==> config.mk <==
export PLATFORM = sky130hd
export DESIGN_NAME = murmur3_x86_32_hash_top
export DESIGN_NICKNAME = d
export VERILOG_FILES = /design/src/design/mm3_pkg.sv /design/src/design/mm3_ctrl.sv /design/src/design/mm3_dpath.sv /design/src/design/murmur3_x86_32_hash_top.sv
export SDC_FILE = /design/constraint.sdc
export NUM_CORES = 2
export LEC_CHECK = 0
export ABC_AREA = 0
export ABC_CLOCK_PERIOD_IN_PS = 10900
export BUFFER_PORTS_ARGS = -buffer_cell sky130_fd_sc_hd__buf_4
export CAP_MARGIN = 20
export CORE_MARGIN = 2
export CORE_UTILIZATION = 35
export DETAILED_ROUTE_END_ITERATION = 10
export HOLD_SLACK_MARGIN = 0.03
export PLACE_DENSITY = 0.46
export SYNTH_ARGS = -nofsm -noshare
export SYNTH_HDL_FRONTEND = slang
export SYNTH_SLANG_ARGS = --single-unit
==> constraint.sdc <==
create_clock -name clock -period 10.9 [get_ports clock]
set_clock_uncertainty 0.2 [all_clocks]
set_input_delay 2.18 -clock clock [delete_from_list [all_inputs] [get_ports clock]]
set_output_delay 2.18 -clock clock [all_outputs]
set_load 0.01 [all_outputs]
==> src/design/mm3_pkg.sv <==
// Shared types, constants and helpers for the MurmurHash3 x86_32 hash block.
// Used by mm3_ctrl, mm3_dpath and murmur3_x86_32_hash_top; no dependencies.
`default_nettype none
package mm3_pkg;

   // Mixing constants
   localparam logic [31:0] MIX_C1  = 32'hcc9e2d51;
   localparam logic [31:0] MIX_C2  = 32'h1b873593;
   localparam logic [31:0] MIX_ADD = 32'he6546b64;
   localparam logic [31:0] FIN_M1  = 32'h85ebca6b;
   localparam logic [31:0] FIN_M2  = 32'hc2b2ae35;

   localparam int unsigned ROT_SCRAMBLE = 15;
   localparam int unsigned ROT_MIX      = 13;

   // Full word byte count
   localparam logic [2:0] FULL_COUNT = 3'd4;

   // Request tdata layout: data_word then byte_count, padded to bytes
   localparam int unsigned REQ_DATA_W  = 40;
   localparam int unsigned RSP_DATA_W  = 32;

   // Commands from controller to datapath
   typedef struct packed {
      logic accept;    // latch request, pick seed or running hash
      logic mul1;      // word times C1
      logic mul2;      // rotate, times C2
      logic mix;       // fold scrambled word into hash, count bytes
      logic fin1;      // xor length, shift-xor, times M1
      logic fin2;      // shift-xor, times M2
      logic load_rsp;  // final shift-xor into response register
   } cmd_type;

   // Status from datapath to controller
   typedef struct packed {
      logic last;      // request in flight closes the key
   } status_type;

   // Keep only the valid low bytes of a partial word
   function automatic logic [31:0] byte_mask(input logic [2:0] count);
      logic [31:0] m;
      case (count)
         3'd0:    m = 32'h0000_0000;
         3'd1:    m = 32'h0000_00ff;
         3'd2:    m = 32'h0000_ffff;
         3'd3:    m = 32'h00ff_ffff;
         default: m = 32'hffff_ffff;
      endcase
      return m;
   endfunction

   function automatic logic [31:0] rotl15(input logic [31:0] v);
      return {v[31-ROT_SCRAMBLE:0], v[31:32-ROT_SCRAMBLE]};
   endfunction

   function automatic logic [31:0] rotl13(input logic [31:0] v);
      return {v[31-ROT_MIX:0], v[31:32-ROT_MIX]};
   endfunction

endpackage
`default_nettype wire

==> src/design/mm3_ctrl.sv <==
// Sequencing state machine for the MurmurHash3 block.
// Drives mm3_dpath through mm3_pkg::cmd_type; owns the handshake flags.
`default_nettype none
module mm3_ctrl (
   input  wire logic                clock,
   input  wire logic                reset,
   input  wire logic                req_tvalid,
   output logic                     req_tready,
   output logic                     rsp_tvalid,
   input  wire logic                rsp_tready,
   input  wire mm3_pkg::status_type status,
   output mm3_pkg::cmd_type         cmd
);

   localparam logic [2:0] ST_IDLE = 3'd0;
   localparam logic [2:0] ST_MUL1 = 3'd1;
   localparam logic [2:0] ST_MUL2 = 3'd2;
   localparam logic [2:0] ST_MIX  = 3'd3;
   localparam logic [2:0] ST_FIN1 = 3'd4;
   localparam logic [2:0] ST_FIN2 = 3'd5;
   localparam logic [2:0] ST_OUT  = 3'd6;

   logic [2:0] state_ff, state_in;
   logic       rsp_valid_ff, rsp_valid_in;
   logic       rsp_free;

   assign req_tready = (state_ff == ST_IDLE);
   assign rsp_tvalid = rsp_valid_ff;
   assign rsp_free   = !rsp_valid_ff || rsp_tready;

   // Next state and commands
   always_comb begin
      state_in = state_ff;
      cmd      = '0;
      case (state_ff)
         ST_IDLE: begin
            if (req_tvalid) begin
               cmd.accept = 1'b1;
               state_in   = ST_MUL1;
            end
         end
         ST_MUL1: begin
            cmd.mul1 = 1'b1;
            state_in = ST_MUL2;
         end
         ST_MUL2: begin
            cmd.mul2 = 1'b1;
            state_in = ST_MIX;
         end
         ST_MIX: begin
            cmd.mix  = 1'b1;
            state_in = status.last ? ST_FIN1 : ST_IDLE;
         end
         ST_FIN1: begin
            cmd.fin1 = 1'b1;
            state_in = ST_FIN2;
         end
         ST_FIN2: begin
            cmd.fin2 = 1'b1;
            state_in = ST_OUT;
         end
         ST_OUT: begin
            // hold until the response register is free
            if (rsp_free) begin
               cmd.load_rsp = 1'b1;
               state_in     = ST_IDLE;
            end
         end
         default: begin
            state_in = ST_IDLE;
         end
      endcase
   end

   // Response valid: set on load, drop when taken
   always_comb begin
      rsp_valid_in = rsp_valid_ff;
      if (rsp_valid_ff && rsp_tready) begin
         rsp_valid_in = 1'b0;
      end
      if (cmd.load_rsp) begin
         rsp_valid_in = 1'b1;
      end
   end

   always_ff @(posedge clock) begin
      if (reset) begin
         state_ff     <= ST_IDLE;
         rsp_valid_ff <= 1'b0;
      end else begin
         state_ff     <= state_in;
         rsp_valid_ff <= rsp_valid_in;
      end
   end

   // A request always starts the scramble
   a_accept_starts: assert property (@(posedge clock) disable iff (reset)
      (req_tvalid && req_tready) |=> (state_ff == ST_MUL1))
      else $error("accepted request did not start scramble");

   // Never overwrite a response that is still waiting
   a_no_overwrite: assert property (@(posedge clock) disable iff (reset)
      cmd.load_rsp |-> (!rsp_valid_ff || rsp_tready))
      else $error("response overwritten while stalled");

   // A middle word returns straight to idle without a response
   a_mid_word: assert property (@(posedge clock) disable iff (reset)
      (state_ff == ST_MIX && !status.last) |=> (state_ff == ST_IDLE && !cmd.load_rsp))
      else $error("non-last word did not return to idle");

   // A loaded response is offered on the next cycle
   a_load_shows: assert property (@(posedge clock) disable iff (reset)
      cmd.load_rsp |=> rsp_tvalid)
      else $error("loaded response not offered");

endmodule
`default_nettype wire

==> src/design/mm3_dpath.sv <==
// Datapath for the MurmurHash3 block: seed, running hash, length, one shared
// 32x32 multiplier and the response register. Uses mm3_pkg; driven by mm3_ctrl.
`default_nettype none
module mm3_dpath (
   input  wire logic                              clock,
   input  wire logic                              reset,
   input  wire logic [mm3_pkg::REQ_DATA_W-1:0]    req_tdata,
   input  wire logic                              req_tlast,
   input  wire logic                              csr_valid,
   input  wire logic [31:0]                       csr_data,
   input  wire mm3_pkg::cmd_type                  cmd,
   output mm3_pkg::status_type                    status,
   output logic [mm3_pkg::RSP_DATA_W-1:0]         rsp_tdata
);

   logic [31:0] seed_ff;
   logic        key_active_ff;
   logic [31:0] word_ff;
   logic [2:0]  count_ff;
   logic        last_ff;
   logic [31:0] hash_ff, hash_in;
   logic [31:0] total_ff, total_in;
   logic [31:0] prod_ff;
   logic [31:0] rsp_ff;

   logic [31:0] req_word;
   logic [2:0]  req_count, count_eff;
   logic [31:0] mul_a, mul_b, mul_p;
   logic [31:0] mix_x, mix_r, fin_a, fin_b;

   assign req_word  = req_tdata[31:0];
   assign req_count = req_tdata[34:32];

   // Middle words count as full; oversize counts saturate
   assign count_eff = (!req_tlast || req_count > mm3_pkg::FULL_COUNT) ?
                      mm3_pkg::FULL_COUNT : req_count;

   // Finalization operands
   assign fin_a = hash_ff ^ total_ff;
   assign fin_b = prod_ff ^ {13'd0, prod_ff[31:13]};

   // Shared multiplier, low 32 bits of the product
   always_comb begin
      if (cmd.mul2) begin
         mul_a = mm3_pkg::rotl15(prod_ff);
         mul_b = mm3_pkg::MIX_C2;
      end else if (cmd.fin1) begin
         mul_a = fin_a ^ {16'd0, fin_a[31:16]};
         mul_b = mm3_pkg::FIN_M1;
      end else if (cmd.fin2) begin
         mul_a = fin_b;
         mul_b = mm3_pkg::FIN_M2;
      end else begin
         mul_a = word_ff;
         mul_b = mm3_pkg::MIX_C1;
      end
   end
   assign mul_p = mul_a * mul_b;

   // Fold the scrambled word into the hash
   assign mix_x = hash_ff ^ prod_ff;
   assign mix_r = mm3_pkg::rotl13(mix_x);
   always_comb begin
      hash_in  = hash_ff;
      total_in = total_ff;
      if (cmd.accept && !key_active_ff) begin
         hash_in = seed_ff;
      end
      if (cmd.mix) begin
         total_in = total_ff + {29'd0, count_ff};
         if (count_ff == mm3_pkg::FULL_COUNT) begin
            hash_in = ({mix_r[29:0], 2'b00} + mix_r) + mm3_pkg::MIX_ADD;
         end else begin
            hash_in = mix_x;
         end
      end
      if (cmd.load_rsp) begin
         total_in = '0;
      end
   end

   // Control-like state: seed, key flag, length
   always_ff @(posedge clock) begin
      if (reset) begin
         seed_ff       <= '0;
         key_active_ff <= 1'b0;
         total_ff      <= '0;
      end else begin
         if (csr_valid) begin
            seed_ff <= csr_data;
         end
         if (cmd.mix) begin
            key_active_ff <= !last_ff;
         end
         total_ff <= total_in;
      end
   end

   // Payload registers
   always_ff @(posedge clock) begin
      if (cmd.accept) begin
         word_ff  <= req_word & mm3_pkg::byte_mask(count_eff);
         count_ff <= count_eff;
         last_ff  <= req_tlast;
      end
      if (cmd.mul1 || cmd.mul2 || cmd.fin1 || cmd.fin2) begin
         prod_ff <= mul_p;
      end
      if (cmd.load_rsp) begin
         rsp_ff <= prod_ff ^ {16'd0, prod_ff[31:16]};
      end
      hash_ff <= hash_in;
   end

   assign status.last = last_ff;
   assign rsp_tdata   = rsp_ff;

endmodule
`default_nettype wire

==> src/design/murmur3_x86_32_hash_top.sv <==
// Top level of the MurmurHash3 x86_32 hash block.
// Instantiates mm3_ctrl and mm3_dpath; uses mm3_pkg.
//
// Usage: a key streams in on req_ as 32-bit words of little-endian bytes,
// first byte in bits 7:0. req_tdata[34:32] gives the valid byte count, which
// only matters on the word marked by req_tlast; earlier words count as four
// bytes. An empty key is one last word with count zero. The finished hash
// leaves on rsp_ as one response per key.
// The seed is written through csr_valid/csr_data between keys; a key picks
// up the seed present when its first word is accepted.
// Sequence: each word goes through accept, two multiplies and mix; the last
// word adds two finalization multiplies and the response load, which waits
// for a free response register. All multiplies share one 32x32 multiplier,
// so a new word is taken only after the one before has finished its mix.
// The finished hash sits in an output register; if the receiver stalls, the
// next key is still taken and worked up to its final hash, which waits
// until the earlier response leaves.
// Reset (synchronous, active high) clears the seed to zero, drops any
// partial key and any pending response.
`default_nettype none
module murmur3_x86_32_hash_top (
   input  wire logic        clock,
   input  wire logic        reset,
   input  wire logic        req_tvalid,
   output logic             req_tready,
   input  wire logic [39:0] req_tdata,   // [31:0] data_word, [34:32] byte_count, rest zero
   input  wire logic        req_tlast,   // last
   output logic             rsp_tvalid,
   input  wire logic        rsp_tready,
   output logic [31:0]      rsp_tdata,   // [31:0] hash
   input  wire logic        csr_valid,
   output logic             csr_ready,
   input  wire logic [31:0] csr_data     // seed
);

   mm3_pkg::cmd_type    cmd;
   mm3_pkg::status_type status;

   // Seed writes are always taken
   assign csr_ready = 1'b1;

   mm3_ctrl u_ctrl (
      .clock      (clock),
      .reset      (reset),
      .req_tvalid (req_tvalid),
      .req_tready (req_tready),
      .rsp_tvalid (rsp_tvalid),
      .rsp_tready (rsp_tready),
      .status     (status),
      .cmd        (cmd)
   );

   mm3_dpath u_dpath (
      .clock     (clock),
      .reset     (reset),
      .req_tdata (req_tdata),
      .req_tlast (req_tlast),
      .csr_valid (csr_valid),
      .csr_data  (csr_data),
      .cmd       (cmd),
      .status    (status),
      .rsp_tdata (rsp_tdata)
   );

endmodule
`default_nettype wire

==> summary.txt <==
Status -> completed
Via density -> 5.046
Num Clock Sinks -> 201
Fillcell total -> 7,540
Startpoint types -> register
Yosys cell types -> 85
Final period util -> 94.70%
CTS buffer count -> 26
Largest net degree at the start of global routing -> 55
Critical Path AT -> 10.44 ns
Setup Buffers After CTS -> 0
Root buf cell -> clkbuf_16
RSZ-0062 raised after global routing -> no
Clock Path Buffers -> 3
Total Routing Usage GR -> 27.01%
Nets -> 3,538
Initial antenna violation count -> 2
Initial DRT Pass Iterations -> 5
Iteration-0 DRC Markers -> 1,328
Worst relative slew slack -> 32.41%
Reg clk slew, reported paths -> 0.06 ns
Die Y -> 276.8 um
Number of flops mapped to enable cells by yosys -> 132
Rows -> 100
Routed via count -> 19,476
GPL Wtd Cong -> 0.9885
Min-Delay Path Class -> reg2reg
First-pass GRT wire length -> 147,400 um
Final setup violation count -> 0
#FFs+latches synth -> 201
IO Port Bufs -> 106
Async S/R FF share, synth -> 0%
Avg WL per Cell -> 26.70 um
Count of mapped cells out of synthesis -> 2,741
Worst EP required -> 11.01 ns
# IOs -> 113
DIE AREA -> 0.07659 mm^2
Mapped Area -> 0.02604 mm^2
Fmax -> 96.88 MHz
Post-CTS Resized -> 0
Setup crit end kind -> register
CP Max Fanout -> 11
Period minus WS final -> 10.32 ns
Fin Setup TNS -> 0 ns
Final wirelength -> 103,000 um
Layout cell share with drive strength beyond 1 -> 10.31%
ANT cells -> 0
Maxcap violations -> 0
Register area share after synthesis -> 20.53%
Slowest-stage cell, CP -> fa_1
Worst Tran Pin Value -> 1.014 ns
Fin. Hold Viols -> 0
Placed cells -> 3,811
Clock Latency Late Sink -> 0.58 ns
Ys flop type -> edfxtp_1
DPL Wire Length -> 88,650 um
Max stage delay on crit path -> 0.72 ns
Synth warnings -> 0
Post-route ant nets -> 0
Die Wd -> 276.8 um
Synthesized Nets -> 3,408
Final non-filler cell total -> 3,860
Setup Crit Path Kind -> reg2reg
Crit-path most repeated cell -> fa_1
Layout area overhead -> 12.35%
Syn Area/Cell -> 9.499 um^2
CTS tree -> yes
Detailed-route DRC error count -> 0
H-tree depth -> 1
Vias in the first global route -> 20,723
Total congestion overflow -> 0
Hold_buf cts -> 0
Starting density of the core -> 35.15%
Final slew viol count -> 0
Core box area -> 0.07407 mm^2
[cells by family after synthesis]
kind of cell               after synthesis  share of synthesized area [%]
AOI/OAI and AO/OA                      341                          8.299
xor gates and xnor gates               241                          8.328
adders and majority gates              589                          39.89
buffers and inverters                  700                          10.48
DFF                                    201                          20.53
muxes                                   42                          1.639
other                                    2                        0.02884
and+or+nand+nor                        625                          10.81
[final cells by class]
| class | instances | area [um^2] | share of cell area [%] |
|---|---|---|---|
| clock buffers | 33 | 718.2 | 2.455 |
| clock inverters | 15 | 146.4 | 0.5004 |
| inverters | 596 | 2245 | 7.673 |
| multi-input cells | 1840 | 18000 | 61.54 |
| flip-flops and latches | 201 | 5345 | 18.27 |
| well taps | 969 | 1212 | 4.144 |
| repair buffers | 206 | 1584 | 5.415 |
[synth_stat cells, types with 6 or more instances]
cell type / n / area share (%)
o21ai_0: 72 / 1.4
nor2_1: 223 / 3.2
a31oi_1: 7 / 0.17
and3_1: 19 / 0.46
nand4_1: 8 / 0.19
dfxtp_1: 69 / 5.3
nand2b_1: 24 / 0.58
clkbuf_1: 66 / 0.95
nand3_1: 14 / 0.27
o211ai_1: 7 / 0.20
nand2_1: 216 / 3.1
edfxtp_1: 132 / 15
or2_2: 11 / 0.26
inv_1: 592 / 8.5
o21a_1: 9 / 0.26
a21o_1: 40 / 1.2
buf_1: 15 / 0.22
xor2_1: 91 / 3.1
buf_6: 9 / 0.39
fa_1: 402 / 31
a2111oi_0: 6 / 0.20
nor3_1: 22 / 0.42
and2_1: 32 / 0.77
o22ai_1: 6 / 0.14
mux2i_1: 39 / 1.5
xnor2_1: 144 / 4.8
buf_2: 11 / 0.21
or3_1: 10 / 0.24
nor2b_1: 24 / 0.58
ha_1: 187 / 9.0
a21oi_1: 126 / 2.4
a211oi_1: 7 / 0.20
o21bai_1: 9 / 0.26
[state kept, by name, indices dropped and copies added (netlist names)]
register               count
u_dpath.status             1
u_dpath.seed_ff           32
u_dpath.hash_ff           32
u_dpath.prod_ff           32
u_ctrl.rsp_tvalid          1
u_dpath.word_ff           32
u_dpath.count_ff           3
u_dpath.key_active_ff      1
u_ctrl.state_ff            3
u_dpath.total_ff          32
u_dpath.rsp_tdata         32
[metal layers]
layer	global-route usage, %	vias to the layer above	wire [um]
li1	-	8778	-
met1	36.69	9911	44930
met2	44.70	632	48310
met3	2.388	153	4852
met4	10.69	2	4942
met5	0	-	13
[placed cells by master, fill, tap and decap left out, types with 13 or more instances in the layout]
cell and count:
nand3_1 13, and3_1 19, nand2_1 216, nor3_1 22, xnor2_1 143, clkbuf_16 27, nor2b_1 23, a21o_1 40
o21ai_0 71, fa_1 402, xor2_1 91, nand2b_1 24, mux2i_1 39, nor2_1 221, buf_4 203, and2_1 32
edfxtp_1 132, a21oi_1 126, inv_1 592, ha_1 187, dfxtp_1 69
[critical path: cells and delay by family (launching register included)]
family	cells	cell delay (ns)
adder cells (fa/ha/maj)	9	4.17
AND/OR/NAND/NOR	8	2.44
AO/OA/AOI/OAI	7	1.63
buffers and inverters	6	0.79
flip-flops	1	0.63
XOR/XNOR	1	0.16
[worst paths after layout]
check	slack [ns]	to	start	cells past startpoint
max	0.58	u_dpath.prod_ff[31]$_DFFE_PP_	u_ctrl.state_ff[0]$_SDFFE_PP0P_	31
min	0.29	u_dpath.total_ff[0]$_SDFFE_PP0P_	u_dpath.total_ff[0]$_SDFFE_PP0P_	2
max reg2reg	0.58	u_dpath.prod_ff[31]$_DFFE_PP_	u_ctrl.state_ff[0]$_SDFFE_PP0P_	31
min reg2reg	0.29	u_dpath.total_ff[0]$_SDFFE_PP0P_	u_dpath.total_ff[0]$_SDFFE_PP0P_	2
[through the flow]
step	instance area (um^2)	setup slack (ns)	utilization [%]	hold slack, ns
after global routing	29250	0.4143	39.49	0.3243
final	29250	0.5776	39.49	0.2944
after CTS	29230	0.6668	39.47	0.2934
after global placement	28370	0.7033	38.30	0.2748
after detailed placement	28370	0.7295	38.30	0.2860
after floorplan	26040	2.379	-	0.2206
Power is left out: the tool's default activity adds up to more than one toggle a clock period on the data nets, which glitch-free logic cannot reach.
